## src/dbtd_pkg.sv

```systemverilog
// dbtd_pkg: shared types and constants for the dual band biquad tone detector
// used by the channel interfaces, controller, datapath and top level
package dbtd_pkg;

  localparam int SAMPLE_W   = 12;
  localparam int DATA_W     = 32;
  localparam int COEF_W     = 60;
  localparam int COEFF_REGS = 4;
  localparam int CFG_IDX_W  = 3;
  localparam int A_W        = 13;
  localparam int G_W        = 4;

  localparam int WINDOW_LENGTH_DEF = 16;
  localparam int NUM_STAGES_DEF    = 4;
  localparam int FRAC_BITS_DEF     = 9;
  localparam int SAMPLE_BITS_DEF   = 12;

  localparam logic signed [DATA_W-1:0] LOW_THR_RST  = 32'sd500;
  localparam logic signed [DATA_W-1:0] HIGH_THR_RST = 32'sd150;

  // configuration register indexes
  localparam logic [CFG_IDX_W-1:0] REG_STAGE0   = 3'd0;
  localparam logic [CFG_IDX_W-1:0] REG_STAGE1   = 3'd1;
  localparam logic [CFG_IDX_W-1:0] REG_STAGE2   = 3'd2;
  localparam logic [CFG_IDX_W-1:0] REG_STAGE3   = 3'd3;
  localparam logic [CFG_IDX_W-1:0] REG_LOW_THR  = 3'd4;
  localparam logic [CFG_IDX_W-1:0] REG_HIGH_THR = 3'd5;

  localparam logic BAND_LOW  = 1'b0;
  localparam logic BAND_HIGH = 1'b1;

  typedef enum logic [2:0] {
    TERM_X0,
    TERM_X1,
    TERM_X2,
    TERM_Y1,
    TERM_Y2,
    TERM_GAIN
  } term_t;

  typedef struct packed {
    logic  load;
    logic  issue;
    term_t term;
    logic  band;
    logic  last_stage;
    logic  hist_wr;
    logic  first;
    logic  emit;
  } dp_cmd_t;

endpackage

```

## src/dbtd_in_if.sv

```systemverilog
// dbtd_in_if: sample input channel, valid/ready handshake
// depends on dbtd_pkg
interface dbtd_in_if;
  import dbtd_pkg::*;

  logic                valid;
  logic                ready;
  logic [SAMPLE_W-1:0] sample;

  modport source (output valid, output sample, input ready);
  modport sink (input valid, input sample, output ready);
endinterface

```

## src/dbtd_out_if.sv

```systemverilog
// dbtd_out_if: window result channel, valid/ready handshake
// depends on dbtd_pkg
interface dbtd_out_if;
  import dbtd_pkg::*;

  logic                     valid;
  logic                     ready;
  logic                     low_tone_detected;
  logic                     high_tone_detected;
  logic signed [DATA_W-1:0] low_band_peak;
  logic signed [DATA_W-1:0] high_band_peak;

  modport source (output valid, output low_tone_detected, output high_tone_detected,
                  output low_band_peak, output high_band_peak, input ready);
  modport sink (input valid, input low_tone_detected, input high_tone_detected,
                input low_band_peak, input high_band_peak, output ready);
endinterface

```

## src/dbtd_cfg_if.sv

```systemverilog
// dbtd_cfg_if: configuration write channel, register index and write data
// depends on dbtd_pkg
interface dbtd_cfg_if;
  import dbtd_pkg::*;

  logic                 valid;
  logic                 ready;
  logic [CFG_IDX_W-1:0] index;
  logic [COEF_W-1:0]    data;

  modport source (output valid, output index, output data, input ready);
  modport sink (input valid, input index, input data, output ready);
endinterface

```

## src/dual_band_biquad_tone_detector.sv

```systemverilog
// dual_band_biquad_tone_detector: top level, configuration registers and wiring
// depends on dbtd_pkg, the dbtd channel interfaces, dbtd_ctrl and dbtd_dp
//
// Usage:
//   in_ch carries one 12-bit ADC sample per item. in_ch.ready is high only
//   while the block is idle; an accepted item runs through both four-stage
//   biquad cascades on one shared 32x32 multiplier, six products per stage
//   per band, so an item occupies the block from acceptance until in_ch.ready
//   returns, and no new item is taken before the last one is through.
//   out_ch gives one item per window of WINDOW_LENGTH samples: both band peaks
//   and both threshold bits, valid once the window's last sample finishes
//   and the output is free; the result waits in it, so the next samples are
//   taken while it waits; if the next window ends before it is taken, the
//   block holds in its final step with in_ch.ready low until out_ch.ready.
//   cfg_ch is always ready; registers 0..3 hold per-stage coefficients, 4 and
//   5 the low and high thresholds. Write it only while the block is idle.
//   Reset (rst_n low, synchronous) clears all filter history, the peaks and
//   the window position and restores the default thresholds; there is no
//   clearing pass, the block is ready the cycle after reset.
module dual_band_biquad_tone_detector #(
  parameter int WINDOW_LENGTH = dbtd_pkg::WINDOW_LENGTH_DEF,
  parameter int NUM_STAGES    = dbtd_pkg::NUM_STAGES_DEF,
  parameter int FRAC_BITS     = dbtd_pkg::FRAC_BITS_DEF,
  parameter int SAMPLE_BITS   = dbtd_pkg::SAMPLE_BITS_DEF
) (
  input logic         clk,
  input logic         rst_n,
  dbtd_in_if.sink     in_ch,
  dbtd_out_if.source  out_ch,
  dbtd_cfg_if.sink    cfg_ch
);
  import dbtd_pkg::*;

  localparam int STG_W = (NUM_STAGES > 1) ? $clog2(NUM_STAGES) : 1;

  logic [COEF_W-1:0]        coef_r [COEFF_REGS];
  logic signed [DATA_W-1:0] low_thr_r;
  logic signed [DATA_W-1:0] high_thr_r;
  dp_cmd_t                  cmd;
  logic [STG_W-1:0]         cmd_stage;

  assign cfg_ch.ready = 1'b1;

  always_ff @(posedge clk) begin
    if (!rst_n) begin
      for (int i = 0; i < COEFF_REGS; i++) begin
        coef_r[i] <= '0;
      end
      low_thr_r  <= LOW_THR_RST;
      high_thr_r <= HIGH_THR_RST;
    end else if (cfg_ch.valid) begin
      case (cfg_ch.index)
        REG_STAGE0:   coef_r[0]  <= cfg_ch.data;
        REG_STAGE1:   coef_r[1]  <= cfg_ch.data;
        REG_STAGE2:   coef_r[2]  <= cfg_ch.data;
        REG_STAGE3:   coef_r[3]  <= cfg_ch.data;
        REG_LOW_THR:  low_thr_r  <= cfg_ch.data[DATA_W-1:0];
        REG_HIGH_THR: high_thr_r <= cfg_ch.data[DATA_W-1:0];
        default:      low_thr_r  <= low_thr_r;
      endcase
    end
  end

  dbtd_ctrl #(
    .NUM_STAGES    (NUM_STAGES),
    .WINDOW_LENGTH (WINDOW_LENGTH)
  ) u_ctrl (
    .clk       (clk),
    .rst_n     (rst_n),
    .in_valid  (in_ch.valid),
    .in_ready  (in_ch.ready),
    .out_ready (out_ch.ready),
    .out_valid (out_ch.valid),
    .cmd       (cmd),
    .cmd_stage (cmd_stage)
  );

  dbtd_dp #(
    .NUM_STAGES  (NUM_STAGES),
    .FRAC_BITS   (FRAC_BITS),
    .SAMPLE_BITS (SAMPLE_BITS)
  ) u_dp (
    .clk       (clk),
    .rst_n     (rst_n),
    .cmd       (cmd),
    .cmd_stage (cmd_stage),
    .sample    (in_ch.sample),
    .coef      (coef_r),
    .low_thr   (low_thr_r),
    .high_thr  (high_thr_r),
    .low_det   (out_ch.low_tone_detected),
    .high_det  (out_ch.high_tone_detected),
    .low_peak  (out_ch.low_band_peak),
    .high_peak (out_ch.high_band_peak)
  );

  // an accepted item keeps the input closed while it is processed
  a_busy_after_accept: assert property (@(posedge clk) disable iff (!rst_n)
    (in_ch.valid && in_ch.ready) |=> !in_ch.ready)
    else $error("input ready right after accepting an item");

  // a new result never overwrites one still waiting
  a_no_overwrite: assert property (@(posedge clk) disable iff (!rst_n)
    cmd.emit |-> (!out_ch.valid || out_ch.ready))
    else $error("result emitted over a pending item");

  a_emit_shows: assert property (@(posedge clk) disable iff (!rst_n)
    cmd.emit |=> out_ch.valid)
    else $error("emitted result not presented");

  // sample load and multiplier issue never overlap
  a_load_idle: assert property (@(posedge clk) disable iff (!rst_n)
    !(cmd.load && (cmd.issue || cmd.hist_wr)))
    else $error("sample loaded while the datapath is busy");
endmodule

```

## src/dbtd_ctrl.sv

```systemverilog
// dbtd_ctrl: sequencer for the shared multiply-accumulate datapath
// walks band, stage and term for each item and tracks the window; uses dbtd_pkg
module dbtd_ctrl #(
  parameter int NUM_STAGES    = dbtd_pkg::NUM_STAGES_DEF,
  parameter int WINDOW_LENGTH = dbtd_pkg::WINDOW_LENGTH_DEF,
  localparam int STG_W = (NUM_STAGES > 1) ? $clog2(NUM_STAGES) : 1
) (
  input  logic              clk,
  input  logic              rst_n,
  input  logic              in_valid,
  output logic              in_ready,
  input  logic              out_ready,
  output logic              out_valid,
  output dbtd_pkg::dp_cmd_t cmd,
  output logic [STG_W-1:0]  cmd_stage
);
  import dbtd_pkg::*;

  localparam int WIN_W = (WINDOW_LENGTH > 1) ? $clog2(WINDOW_LENGTH) : 1;

  typedef enum logic [1:0] {
    S_IDLE,
    S_RUN,
    S_DONE
  } state_t;

  state_t           state_r;
  logic [2:0]       ph_r;
  logic             band_r;
  logic [STG_W-1:0] stage_r;
  logic [WIN_W-1:0] win_r;
  logic             out_valid_r;

  logic last_stage;
  logic win_end;
  logic out_free;

  assign last_stage = (stage_r == STG_W'(NUM_STAGES - 1));
  assign win_end    = (win_r == WIN_W'(WINDOW_LENGTH - 1));
  assign out_free   = !out_valid_r || out_ready;
  assign in_ready   = (state_r == S_IDLE);
  assign out_valid  = out_valid_r;
  assign cmd_stage  = stage_r;

  always_comb begin
    cmd            = '0;
    cmd.load       = (state_r == S_IDLE) && in_valid;
    cmd.issue      = (state_r == S_RUN) && ((ph_r < 3'd5) || (ph_r == 3'd6));
    cmd.band       = band_r;
    cmd.last_stage = last_stage;
    cmd.hist_wr    = (state_r == S_RUN) && (ph_r == 3'd6);
    cmd.first      = (win_r == '0);
    cmd.emit       = (state_r == S_DONE) && win_end && out_free;
    case (ph_r)
      3'd0:    cmd.term = TERM_X0;
      3'd1:    cmd.term = TERM_X1;
      3'd2:    cmd.term = TERM_X2;
      3'd3:    cmd.term = TERM_Y1;
      3'd4:    cmd.term = TERM_Y2;
      default: cmd.term = TERM_GAIN;
    endcase
  end

  always_ff @(posedge clk) begin
    if (!rst_n) begin
      state_r     <= S_IDLE;
      ph_r        <= '0;
      band_r      <= BAND_LOW;
      stage_r     <= '0;
      win_r       <= '0;
      out_valid_r <= 1'b0;
    end else begin
      if (cmd.emit) begin
        out_valid_r <= 1'b1;
      end else if (out_ready) begin
        out_valid_r <= 1'b0;
      end
      case (state_r)
        S_IDLE: begin
          if (in_valid) begin
            state_r <= S_RUN;
            ph_r    <= '0;
            band_r  <= BAND_LOW;
            stage_r <= '0;
          end
        end
        S_RUN: begin
          ph_r <= ph_r + 3'd1;
          if (ph_r == 3'd7) begin
            if (last_stage) begin
              stage_r <= '0;
              if (band_r == BAND_HIGH) begin
                band_r  <= BAND_LOW;
                state_r <= S_DONE;
              end else begin
                band_r <= BAND_HIGH;
              end
            end else begin
              stage_r <= stage_r + 1'b1;
            end
          end
        end
        S_DONE: begin
          if (!win_end) begin
            win_r   <= win_r + 1'b1;
            state_r <= S_IDLE;
          end else if (out_free) begin
            win_r   <= '0;
            state_r <= S_IDLE;
          end
        end
        default: begin
          state_r <= S_IDLE;
        end
      endcase
    end
  end
endmodule

```

## src/dbtd_dp.sv

```systemverilog
// dbtd_dp: shared multiplier, accumulator, biquad history and window peaks
// driven by dbtd_ctrl commands; uses dbtd_pkg
module dbtd_dp #(
  parameter int NUM_STAGES  = dbtd_pkg::NUM_STAGES_DEF,
  parameter int FRAC_BITS   = dbtd_pkg::FRAC_BITS_DEF,
  parameter int SAMPLE_BITS = dbtd_pkg::SAMPLE_BITS_DEF,
  localparam int STG_W = (NUM_STAGES > 1) ? $clog2(NUM_STAGES) : 1
) (
  input  logic                               clk,
  input  logic                               rst_n,
  input  dbtd_pkg::dp_cmd_t                  cmd,
  input  logic [STG_W-1:0]                   cmd_stage,
  input  logic [dbtd_pkg::SAMPLE_W-1:0]      sample,
  input  logic [dbtd_pkg::COEF_W-1:0]        coef [dbtd_pkg::COEFF_REGS],
  input  logic signed [dbtd_pkg::DATA_W-1:0] low_thr,
  input  logic signed [dbtd_pkg::DATA_W-1:0] high_thr,
  output logic                               low_det,
  output logic                               high_det,
  output logic signed [dbtd_pkg::DATA_W-1:0] low_peak,
  output logic signed [dbtd_pkg::DATA_W-1:0] high_peak
);
  import dbtd_pkg::*;

  localparam logic signed [DATA_W-1:0] ONE     = 32'sd1 <<< FRAC_BITS;
  localparam logic signed [DATA_W-1:0] TWO     = ONE <<< 1;
  localparam logic signed [DATA_W-1:0] NEG_TWO = -TWO;
  localparam logic signed [DATA_W-1:0] RND     = ONE - 32'sd1;
  localparam logic [SAMPLE_W-1:0] SMP_MASK = SAMPLE_W'((32'd1 << SAMPLE_BITS) - 32'd1);

  logic signed [DATA_W-1:0] smp_r;
  logic signed [DATA_W-1:0] x_r;
  logic signed [DATA_W-1:0] prod_r;
  logic signed [DATA_W-1:0] acc_r;
  logic signed [DATA_W-1:0] lo_out_r;
  logic signed [DATA_W-1:0] lo_peak_r;
  logic signed [DATA_W-1:0] hi_peak_r;
  logic signed [DATA_W-1:0] x1_r [2][NUM_STAGES];
  logic signed [DATA_W-1:0] x2_r [2][NUM_STAGES];
  logic signed [DATA_W-1:0] y1_r [2][NUM_STAGES];
  logic signed [DATA_W-1:0] y2_r [2][NUM_STAGES];
  dp_cmd_t                  cmd_d_r;
  logic                     low_det_r;
  logic                     high_det_r;
  logic signed [DATA_W-1:0] low_peak_r;
  logic signed [DATA_W-1:0] high_peak_r;

  logic [COEF_W-1:0]        cur_coef;
  logic [A_W-1:0]           a1;
  logic [A_W-1:0]           a2;
  logic [G_W-1:0]           gain;
  logic signed [DATA_W-1:0] op_a;
  logic signed [DATA_W-1:0] op_b;
  logic signed [DATA_W-1:0] mul;
  logic signed [DATA_W-1:0] q_adj;
  logic signed [DATA_W-1:0] q;
  logic [DATA_W-1:0]        smp_in;

  // stages without a coefficient register read as all zero
  always_comb begin
    cur_coef = '0;
    for (int i = 0; i < COEFF_REGS; i++) begin
      if ((i < NUM_STAGES) && (int'(cmd_stage) == i)) begin
        cur_coef = coef[i];
      end
    end
  end

  assign a1   = cmd.band ? cur_coef[38:26] : cur_coef[12:0];
  assign a2   = cmd.band ? cur_coef[51:39] : cur_coef[25:13];
  assign gain = cmd.band ? cur_coef[59:56] : cur_coef[55:52];

  always_comb begin
    case (cmd.term)
      TERM_X0: begin
        op_a = ONE;
        op_b = x_r;
      end
      TERM_X1: begin
        op_a = (int'(cmd_stage) < NUM_STAGES / 2) ? TWO : NEG_TWO;
        op_b = x1_r[cmd.band][cmd_stage];
      end
      TERM_X2: begin
        op_a = ONE;
        op_b = x2_r[cmd.band][cmd_stage];
      end
      TERM_Y1: begin
        op_a = {{(DATA_W - A_W){a1[A_W-1]}}, a1};
        op_b = y1_r[cmd.band][cmd_stage];
      end
      TERM_Y2: begin
        op_a = {{(DATA_W - A_W){a2[A_W-1]}}, a2};
        op_b = y2_r[cmd.band][cmd_stage];
      end
      TERM_GAIN: begin
        op_a = acc_r;
        op_b = {{(DATA_W - G_W){1'b0}}, gain};
      end
      default: begin
        op_a = '0;
        op_b = '0;
      end
    endcase
  end

  assign mul    = op_a * op_b;
  // truncate toward zero on the scale-down
  assign q_adj  = prod_r + (prod_r[DATA_W-1] ? RND : 32'sd0);
  assign q      = q_adj >>> FRAC_BITS;
  assign smp_in = {{(DATA_W - SAMPLE_W){1'b0}}, sample & SMP_MASK};

  always_ff @(posedge clk) begin
    if (!rst_n) begin
      cmd_d_r   <= '0;
      lo_peak_r <= '0;
      hi_peak_r <= '0;
      for (int b = 0; b < 2; b++) begin
        for (int s = 0; s < NUM_STAGES; s++) begin
          x1_r[b][s] <= '0;
          x2_r[b][s] <= '0;
          y1_r[b][s] <= '0;
          y2_r[b][s] <= '0;
        end
      end
    end else begin
      cmd_d_r <= cmd;
      if (cmd.hist_wr) begin
        x2_r[cmd.band][cmd_stage] <= x1_r[cmd.band][cmd_stage];
        x1_r[cmd.band][cmd_stage] <= x_r;
        y2_r[cmd.band][cmd_stage] <= y1_r[cmd.band][cmd_stage];
        y1_r[cmd.band][cmd_stage] <= acc_r;
      end
      if (cmd_d_r.issue && (cmd_d_r.term == TERM_GAIN) && cmd_d_r.last_stage &&
          (cmd_d_r.band == BAND_HIGH)) begin
        if (cmd_d_r.first) begin
          lo_peak_r <= lo_out_r;
          hi_peak_r <= q;
        end else begin
          if (lo_out_r > lo_peak_r) begin
            lo_peak_r <= lo_out_r;
          end
          if (q > hi_peak_r) begin
            hi_peak_r <= q;
          end
        end
      end
    end
  end

  always_ff @(posedge clk) begin
    if (cmd.load) begin
      smp_r <= smp_in;
      x_r   <= smp_in;
    end
    if (cmd.issue) begin
      prod_r <= mul;
    end
    if (cmd_d_r.issue) begin
      case (cmd_d_r.term)
        TERM_X0:          acc_r <= q;
        TERM_X1, TERM_X2: acc_r <= acc_r + q;
        TERM_Y1, TERM_Y2: acc_r <= acc_r - q;
        TERM_GAIN: begin
          if (!cmd_d_r.last_stage) begin
            x_r <= q;
          end else begin
            x_r <= smp_r;
            if (cmd_d_r.band == BAND_LOW) begin
              lo_out_r <= q;
            end
          end
        end
        default: acc_r <= acc_r;
      endcase
    end
    if (cmd.emit) begin
      low_det_r   <= (lo_peak_r > low_thr);
      high_det_r  <= (hi_peak_r > high_thr);
      low_peak_r  <= lo_peak_r;
      high_peak_r <= hi_peak_r;
    end
  end

  assign low_det   = low_det_r;
  assign high_det  = high_det_r;
  assign low_peak  = low_peak_r;
  assign high_peak = high_peak_r;
endmodule
```

## src/flat_wrapper.sv

```systemverilog
// flat-port wrapper written by rule: the top's interface ports become plain ports
module dual_band_biquad_tone_detector_flat import dbtd_pkg::*;
#(
  parameter int WINDOW_LENGTH = dbtd_pkg::WINDOW_LENGTH_DEF,
  parameter int NUM_STAGES    = dbtd_pkg::NUM_STAGES_DEF,
  parameter int FRAC_BITS     = dbtd_pkg::FRAC_BITS_DEF,
  parameter int SAMPLE_BITS   = dbtd_pkg::SAMPLE_BITS_DEF
)
  (clk, rst_n, in_ch_valid, in_ch_sample, in_ch_ready, out_ch_valid, out_ch_low_tone_detected, out_ch_high_tone_detected, out_ch_low_band_peak, out_ch_high_band_peak, out_ch_ready, cfg_ch_valid, cfg_ch_index, cfg_ch_data, cfg_ch_ready);
  dbtd_in_if in_ch_i ();
  dbtd_out_if out_ch_i ();
  dbtd_cfg_if cfg_ch_i ();
  input logic clk;
  input logic rst_n;
  input wire logic [$bits(in_ch_i.valid)-1:0] in_ch_valid;
  input wire logic [$bits(in_ch_i.sample)-1:0] in_ch_sample;
  output wire logic [$bits(in_ch_i.ready)-1:0] in_ch_ready;
  output wire logic [$bits(out_ch_i.valid)-1:0] out_ch_valid;
  output wire logic [$bits(out_ch_i.low_tone_detected)-1:0] out_ch_low_tone_detected;
  output wire logic [$bits(out_ch_i.high_tone_detected)-1:0] out_ch_high_tone_detected;
  output wire logic [$bits(out_ch_i.low_band_peak)-1:0] out_ch_low_band_peak;
  output wire logic [$bits(out_ch_i.high_band_peak)-1:0] out_ch_high_band_peak;
  input wire logic [$bits(out_ch_i.ready)-1:0] out_ch_ready;
  input wire logic [$bits(cfg_ch_i.valid)-1:0] cfg_ch_valid;
  input wire logic [$bits(cfg_ch_i.index)-1:0] cfg_ch_index;
  input wire logic [$bits(cfg_ch_i.data)-1:0] cfg_ch_data;
  output wire logic [$bits(cfg_ch_i.ready)-1:0] cfg_ch_ready;
  assign in_ch_i.valid = in_ch_valid;
  assign in_ch_i.sample = in_ch_sample;
  assign in_ch_ready = in_ch_i.ready;
  assign out_ch_valid = out_ch_i.valid;
  assign out_ch_low_tone_detected = out_ch_i.low_tone_detected;
  assign out_ch_high_tone_detected = out_ch_i.high_tone_detected;
  assign out_ch_low_band_peak = out_ch_i.low_band_peak;
  assign out_ch_high_band_peak = out_ch_i.high_band_peak;
  assign out_ch_i.ready = out_ch_ready;
  assign cfg_ch_i.valid = cfg_ch_valid;
  assign cfg_ch_i.index = cfg_ch_index;
  assign cfg_ch_i.data = cfg_ch_data;
  assign cfg_ch_ready = cfg_ch_i.ready;
  dual_band_biquad_tone_detector #(.WINDOW_LENGTH(WINDOW_LENGTH), .NUM_STAGES(NUM_STAGES), .FRAC_BITS(FRAC_BITS), .SAMPLE_BITS(SAMPLE_BITS)) u_core (.clk(clk), .rst_n(rst_n), .in_ch(in_ch_i), .out_ch(out_ch_i), .cfg_ch(cfg_ch_i));
endmodule
```

## config.mk

```make
export PLATFORM = sky130hd
export DESIGN_NAME = dual_band_biquad_tone_detector_flat
export DESIGN_NICKNAME = d
export VERILOG_FILES = /design/src/dbtd_pkg.sv /design/src/dbtd_in_if.sv /design/src/dbtd_out_if.sv /design/src/dbtd_cfg_if.sv /design/src/dual_band_biquad_tone_detector.sv /design/src/dbtd_ctrl.sv /design/src/dbtd_dp.sv /design/src/flat_wrapper.sv
export SDC_FILE = /design/constraint.sdc
export NUM_CORES = 2
export LEC_CHECK = 0
export BUFFER_PORTS_ARGS = -buffer_cell sky130_fd_sc_hd__buf_2
export CORE_ASPECT_RATIO = 1.25
export CORE_MARGIN = 2
export CORE_UTILIZATION = 25
export CTS_CLUSTER_SIZE = 12
export DETAILED_ROUTE_END_ITERATION = 10
export GPL_ROUTABILITY_DRIVEN = 0
export GPL_TIMING_DRIVEN = 0
export PLACE_DENSITY = 0.42
export REMOVE_ABC_BUFFERS = 1
export SYNTH_ARGS = -nofsm -noshare
export SYNTH_HDL_FRONTEND = slang
export SYNTH_SLANG_ARGS = --single-unit
```

## constraint.sdc

```tcl
create_clock -name clk -period 11.2 [get_ports clk]
set_input_delay 1.12 -clock clk [delete_from_list [all_inputs] [get_ports clk]]
set_output_delay 1.12 -clock clk [all_outputs]
set_load 0.05 [all_outputs]
```

# After elaboration in Yosys (flattened, before gate mapping)
# Memories as Yosys holds them, arrays and structs flattened. A register that Yosys moved wholly into a read port is not among the register bits.
# Cells that the tools add are included.
# totals
ff_bits,585
ramBits,1024
out_inout_bits,69
word_cells,210
memories,4
# mem_list
name,depth,width,rd,rd_ports_with_merged_regs,wr,line,rtl
u_core.u_dp.x1_r,2,128,1,1,2,dbtd_dp.sv:37,logic signed [DATA_W-1:0] x1_r [2][NUM_STAGES];
u_core.u_dp.x2_r,2,128,1,1,2,dbtd_dp.sv:38,logic signed [DATA_W-1:0] x2_r [2][NUM_STAGES];
u_core.u_dp.y1_r,2,128,1,1,2,dbtd_dp.sv:39,logic signed [DATA_W-1:0] y1_r [2][NUM_STAGES];
u_core.u_dp.y2_r,2,128,1,1,2,dbtd_dp.sv:40,logic signed [DATA_W-1:0] y2_r [2][NUM_STAGES];
# classes
addsub,6
mul,1
n_lt_le_gt_ge,8
n_eq_ne,34
mux,81
n_bitwise,2
reduce_logical,46
# op_table
operator,count
128-bit 2-to-1 mux,9
32-bit 2-to-1 mux,18
128-bit OR reduction,4
32-bit binary-select mux with 2-bit select,4
60-bit 2-to-1 mux,4
32-bit one-hot mux with 6 select lines,1
32-bit one-hot mux with 5 select lines,1
32-bit one-hot mux with 3 select lines,1
32-bit demux with 2-bit select,1
23-bit by 32-bit greater-than comparator with 1-bit output,2
32-bit greater-than comparator,2
32-bit by 10-bit adder with 32-bit output,1
32-bit by 23-bit adder with 32-bit output,1
32-bit by 32-bit multiplier with 32-bit output,1
32-bit by 23-bit subtractor with 32-bit output,1
"3-bit == test, second input constant",9
13-bit 2-to-1 mux,2
"3-bit by 2-bit == test with 1-bit output, second input constant",8
2-bit AND reduction,11
1-bit 2-to-1 mux,21
2-bit 2-to-1 mux,9
3-bit one-hot mux with 5 select lines,1
"3-bit by 1-bit == test with 1-bit output, second input constant",4
3-bit logical NOT,4
33 further kinds,58

# Longest topological paths before layout
# depth
ltp_word,8
depth_mapped,49
ltp_nobuf,36

# Cells and area by module
# A second synthesis with hierarchy kept.
# hier_totals
hier_cells,7078
area_unflattened_um2,87306.2
# modules_own_cells
module,n_inst,cells_each,area_each_um2
dbtd_dp,1,5910,75281.0
dual_band_biquad_tone_detector,1,1064,11129.4
dbtd_ctrl,1,104,895.9

# Least setup slack after synthesis
# No wires, ideal clock.
# synth_path
path_type,flip-flop to flip-flop
start,"reg u_core.u_ctrl.stage_r[1], in the netlist u_core.u_ctrl.cmd_stage[1]"
end,reg u_core.u_dp.prod_r[31] (data pin)
setup_ns,0.258
arrival_ns,10.723
required_ns,10.942
setup_slack_ns,0.219
path_stages_with_launch,45
n_path_buf,13
path_cell_list,dfxtp_1 -> buf_2 -> inv_1 -> buf_4 -> buf_2 -> buf_2 -> buf_1 -> ha_1 -> clkbuf_1 -> clkbuf_1 -> buf_1 -> nand2_1 -> o21ai_0 -> a22oi_1 -> a211oi_1 -> a211o_1 -> buf_4 -> buf_6 -> [... 9 more ...] -> inv_1 -> fa_1 -> fa_1 -> fa_1 -> fa_1 -> fa_1 -> xor2_1 -> xnor2_1 -> xnor2_1 -> xnor2_1 -> xnor2_1 -> xnor2_1 -> xnor2_1 -> xor2_1 -> xnor2_1 -> xnor3_1 -> xnor3_1 -> xnor2_1
# synth_via
elab_chain_len,8
# synth_rtl
element,line,rtl
start: declaration,dbtd_ctrl.sv:30,logic [STG_W-1:0] stage_r;
start signal: assignment,dbtd_ctrl.sv:99,stage_r <= stage_r + 1'b1;
2-bit logical NOT,dbtd_dp.sv:62,if ((i < NUM_STAGES) && (int'(cmd_stage) == i)) begin
60-bit 2-to-1 mux (4 in a row),dbtd_dp.sv:62,
4-bit 2-to-1 mux (tied with other cells),dbtd_dp.sv:70,assign gain = cmd.band ? cur_coef[59:56] : cur_coef[55:52];
32-bit one-hot mux with 6 select lines or 32-bit one-hot mux with 5 select lines (tied branches),dbtd_dp.sv:73,case (cmd.term)
32-bit by 32-bit multiplier with 32-bit output *,dbtd_dp.sv:105,assign mul = op_a * op_b;
named net u_core.u_dp.mul[31],dbtd_dp.sv:53,logic signed [DATA_W-1:0] mul;
end signal: assignment,dbtd_dp.sv:155,prod_r <= mul;
end: declaration,dbtd_dp.sv:32,logic signed [DATA_W-1:0] prod_r;
# The timed path passes the listed nets; every way through them passes the cells marked *. The select of a mux whose other input is x is not followed.
# A chain may end at the register's enable or synchronous reset.

# Worst setup path in the final report
# layout_path
start,"reg u_core.u_ctrl.stage_r[0], in the netlist u_core.u_ctrl.cmd_stage[0]"
end,reg u_core.u_dp.prod_r[31] (data pin)
# Same word-level chain as after synthesis.

==> results.json <==
{
  "status": "complete, but fails checks",
  "violations": "capacitance limit, slew limit",
  "reg2reg_depth": 34,
  "synthDistinctLibCells": 96,
  "drive_above_1_share": 0.133,
  "num_vias": 58904,
  "r2r_start": "u_core.u_ctrl.cmd_stage[0]",
  "power.density_nw_per_um2": 135,
  "post-route-drc-count": 0,
  "clkSinkCount": 1574,
  "grt-ovfl-total": 0,
  "r2r_end": "u_core.u_dp.prod_r[31]",
  "intPower_mw": 10.1,
  "setup_ws_ps": 446,
  "finalPower_mw": 13.8,
  "syn_area_sq_um": 87100,
  "cts_made_buffers": 176,
  "postRouteAntennaNets": 0,
  "synth-simple-area-share": 0.133,
  "grt_pass1_vias": 62363,
  "start_util": 0.251,
  "syn_inst": 7689,
  "critical_path_class": "reg2reg",
  "synth_compound_area_frac": 0.0816,
  "fin_util": 0.293,
  "final_common_cell": "edfxtp_1",
  "std_cell_rows": 242,
  "dr.pass1.iters": 5,
  "insertion_delay_ps": 860,
  "cts_tree": "built",
  "slowest_stage": "fa_1",
  "die-width_um": 532,
  "die_area_sq_um": 353000,
  "synth_top_family_by_area": "adder cells",
  "final_cells": 12522,
  "worst-endpoint-required_ps": 11780,
  "grt_max_degree": 112,
  "vias_per_cell": 4.70,
  "syn_to_final_growth_pct": 16.9,
  "power.switching_mw": 3.61,
  "leakagePower_nw": 36.6,
  "period_share": 0.960,
  "clockBufferDepth": 4,
  "final_cell_mix": "edfxtp_1 (1171), nand2_1 (1010), nor2_1 (842), inv_1 (607), fa_1 (409)",
  "drv_cap": 1,
  "setup_viol": 0,
  "timing.final.hold_violations": 0,
  "die_height_um": 664,
  "power.share.clock": 0.403,
  "tightest_slew_ps": 1670,
  "yosysWarnings": 0,
  "min_path_type": "reg2reg",
  "ff2ff_setup_slack_ps": 450,
  "synth_fa_ha_area_frac": 0.139,
  "grt_first_pass_wirelength_mm": 434,
  "clockRootBuffer": "clkbuf_16",
  "synthTopCellsByArea": "edfxtp_1 (40%), fa_1 (9.4%), dfxtp_1 (9.3%)",
  "wl_mm": 300,
  "synth_mux_area_frac": 0.0810,
  "pre_cts_slack_ps": -1670,
  "cts_hold_buf": 0,
  "synth_ff_type": "edfxtp_1",
  "portBuffers": 147,
  "max_stage_delay_ps": 550,
  "endpoint": "u_core.u_dp.prod_r[31]",
  "ios": 149,
  "num-nets-final": 8560,
  "coreArea_sq_um": 347000,
  "post-dp-hpwl_mm": 201,
  "synth_top_area_cell": "edfxtp_1",
  "track_usage": 0.166,
  "cp_max_fo": 51,
  "comb_power_share": 0.119,
  "fin_crit_ps": 10750,
  "wl_per_cell_um": 23.9,
  "slew_headroom": -0.124,
  "end_kind": "flop",
  "swShare": 0.263,
  "fmax_ghz": 0.0930,
  "synthDominantCellAreaShare": 0.404,
  "drt_iter0_markers": 4116,
  "dp.cells": 12166,
  "crit_arrival_ps": 11330,
  "yosysSeqAreaShare": 0.496,
  "path_clk_slew_ps": 70,
  "synth-seq-cells": 1574,
  "critPathLaunchType": "flop",
  "drv_slew": 3,
  "p_seq_frac": 0.478,
  "synth-xor-area-share": 0.0165,
  "cts_max_level": 4,
  "synth-edff-count": 1171,
  "startpoint": "u_core.u_ctrl.cmd_stage[0]",
  "grt_antenna_before_repair": 15,
  "final.setup_skew_ps": 65.9,
  "avgSynthCellArea_sq_um": 11.3,
  "vdd_drop_max_v": 0.000124,
  "async_reset_ff_frac": 0
}
-- routing by layer --
layer,GRT usage,wire length (um),vias to the layer above
met3,0.0193,12700,364
li1,-,-,26670
met4,0.0436,7830,8
met2,0.304,155000,1265
met1,0.203,124000,30597
met5,0,47,-
-- power by group through the flow --
stage	combinational, mW	sequential [mW]	clock (mW)
2_1_floorplan	0.894	6.66	0
3_3_place_gp	1.46	6.75	0
3_5_place_dp	1.59	6.70	0
4_1_cts	1.61	6.58	5.69
5_1_grt	1.78	6.60	5.89
6_report	1.63	6.58	5.54
-- metrics by stage --
stage / hold WS, ps / TNS, ps / instance area (sq um)
6_report: 452 / 0 / 102000
5_1_grt: 448 / -20.1 / 102000
4_1_cts: 425 / 0 / 101000
3_5_place_dp: 443 / -11150 / 95800
3_3_place_gp: 439 / - / 91400
2_1_floorplan: 427 / -5161840 / 84800
-- registers in the layout, indices dropped and copies added, names as in the netlist, 2 cells and up, named ones only --
name,count
u_core.u_dp.low_peak,23
u_core.u_ctrl.state_r,2
u_core.u_dp.acc_r,32
u_core.u_dp.prod_r,32
u_core.u_dp.x2_r,256
u_core.u_ctrl.ph_r,3
u_core.u_dp.hi_peak_r,23
u_core.u_dp.lo_peak_r,23
u_core.high_thr_r,32
u_core.u_dp.smp_r,12
u_core.u_dp.cmd_d_r,7
u_core.u_dp.x_r,32
u_core.u_dp.lo_out_r,23
u_core.u_ctrl.win_r,4
u_core.u_dp.x1_r,256
u_core.u_dp.y1_r,256
u_core.u_dp.y2_r,256
u_core.u_ctrl.cmd_stage,2
u_core.coef_r,240
u_core.u_dp.high_peak,23
u_core.low_thr_r,32
-- kinds of logic after synthesis --
logic type,count (synthesis)
compound gates,1099
xor+xnor,161
fa+ha+maj,721
buf+inv,1119
flops,1574
mux,412
other cells,1
simple gates,2602
-- worst min-delay path by stage --
stage                           start                     end  cells past startpoint  slack, ps
2_1_floorplan  u_core.u_ctrl.win_r[3]  u_core.u_dp.cmd_d_r[1]                      1        430
3_3_place_gp        u_core.coef_r[61]       u_core.coef_r[61]                      2        440
4_1_cts               in_ch_sample[0]    u_core.u_dp.smp_r[0]                      1        430
6_report            u_core.coef_r[63]       u_core.coef_r[63]                      2        450
5_1_grt               in_ch_sample[7]    u_core.u_dp.smp_r[7]                      1        450
3_5_place_dp        u_core.coef_r[63]       u_core.coef_r[63]                      2        440
-- what timing repair did --
item / in CTS / in global routing
pin swaps: 3 / 9
endpoints found under the setup margin: 12 / 5
gates resized for setup: 20 / 22
gates cloned: 0 / 2
buffers inserted: 17 / 30
-- cells in the mapped netlist, types with 112 or more instances --
cell / n
clkbuf_1: 333
mux2i_1: 165
dfxtp_1: 403
nand2_1: 1023
a21boi_0: 151
mux4_2: 227
and3_1: 211
xnor2_1: 112
nor2_1: 853
and2_1: 208
inv_1: 612
ha_1: 312
a21oi_1: 408
fa_1: 409
edfxtp_1: 1171
o21ai_0: 140
-- area by class of cell --
cell class	instances	area (sq um)
Antenna cell	3	7.51
Clock buffer	253	4940
Clock inverter	49	337
Fill cell	35581	245000
Inverter	617	2350
Multi-Input combinational cell	4998	40100
Sequential cell	1574	43200
Tap cell	4636	5800
Timing Repair Buffer	392	5040
-- critical path, delay by kind of cell (launching register included) --
family                   cells  cell delay, ps
AND/OR/NAND/NOR              3             560
adder cells (fa/ha/maj)      9            4260
buffers and inverters        6            1270
XOR/XNOR                    12            2640
flip-flops                   1             450
AO/OA/AOI/OAI                4            1120
(Power assumes the default switching activity.)
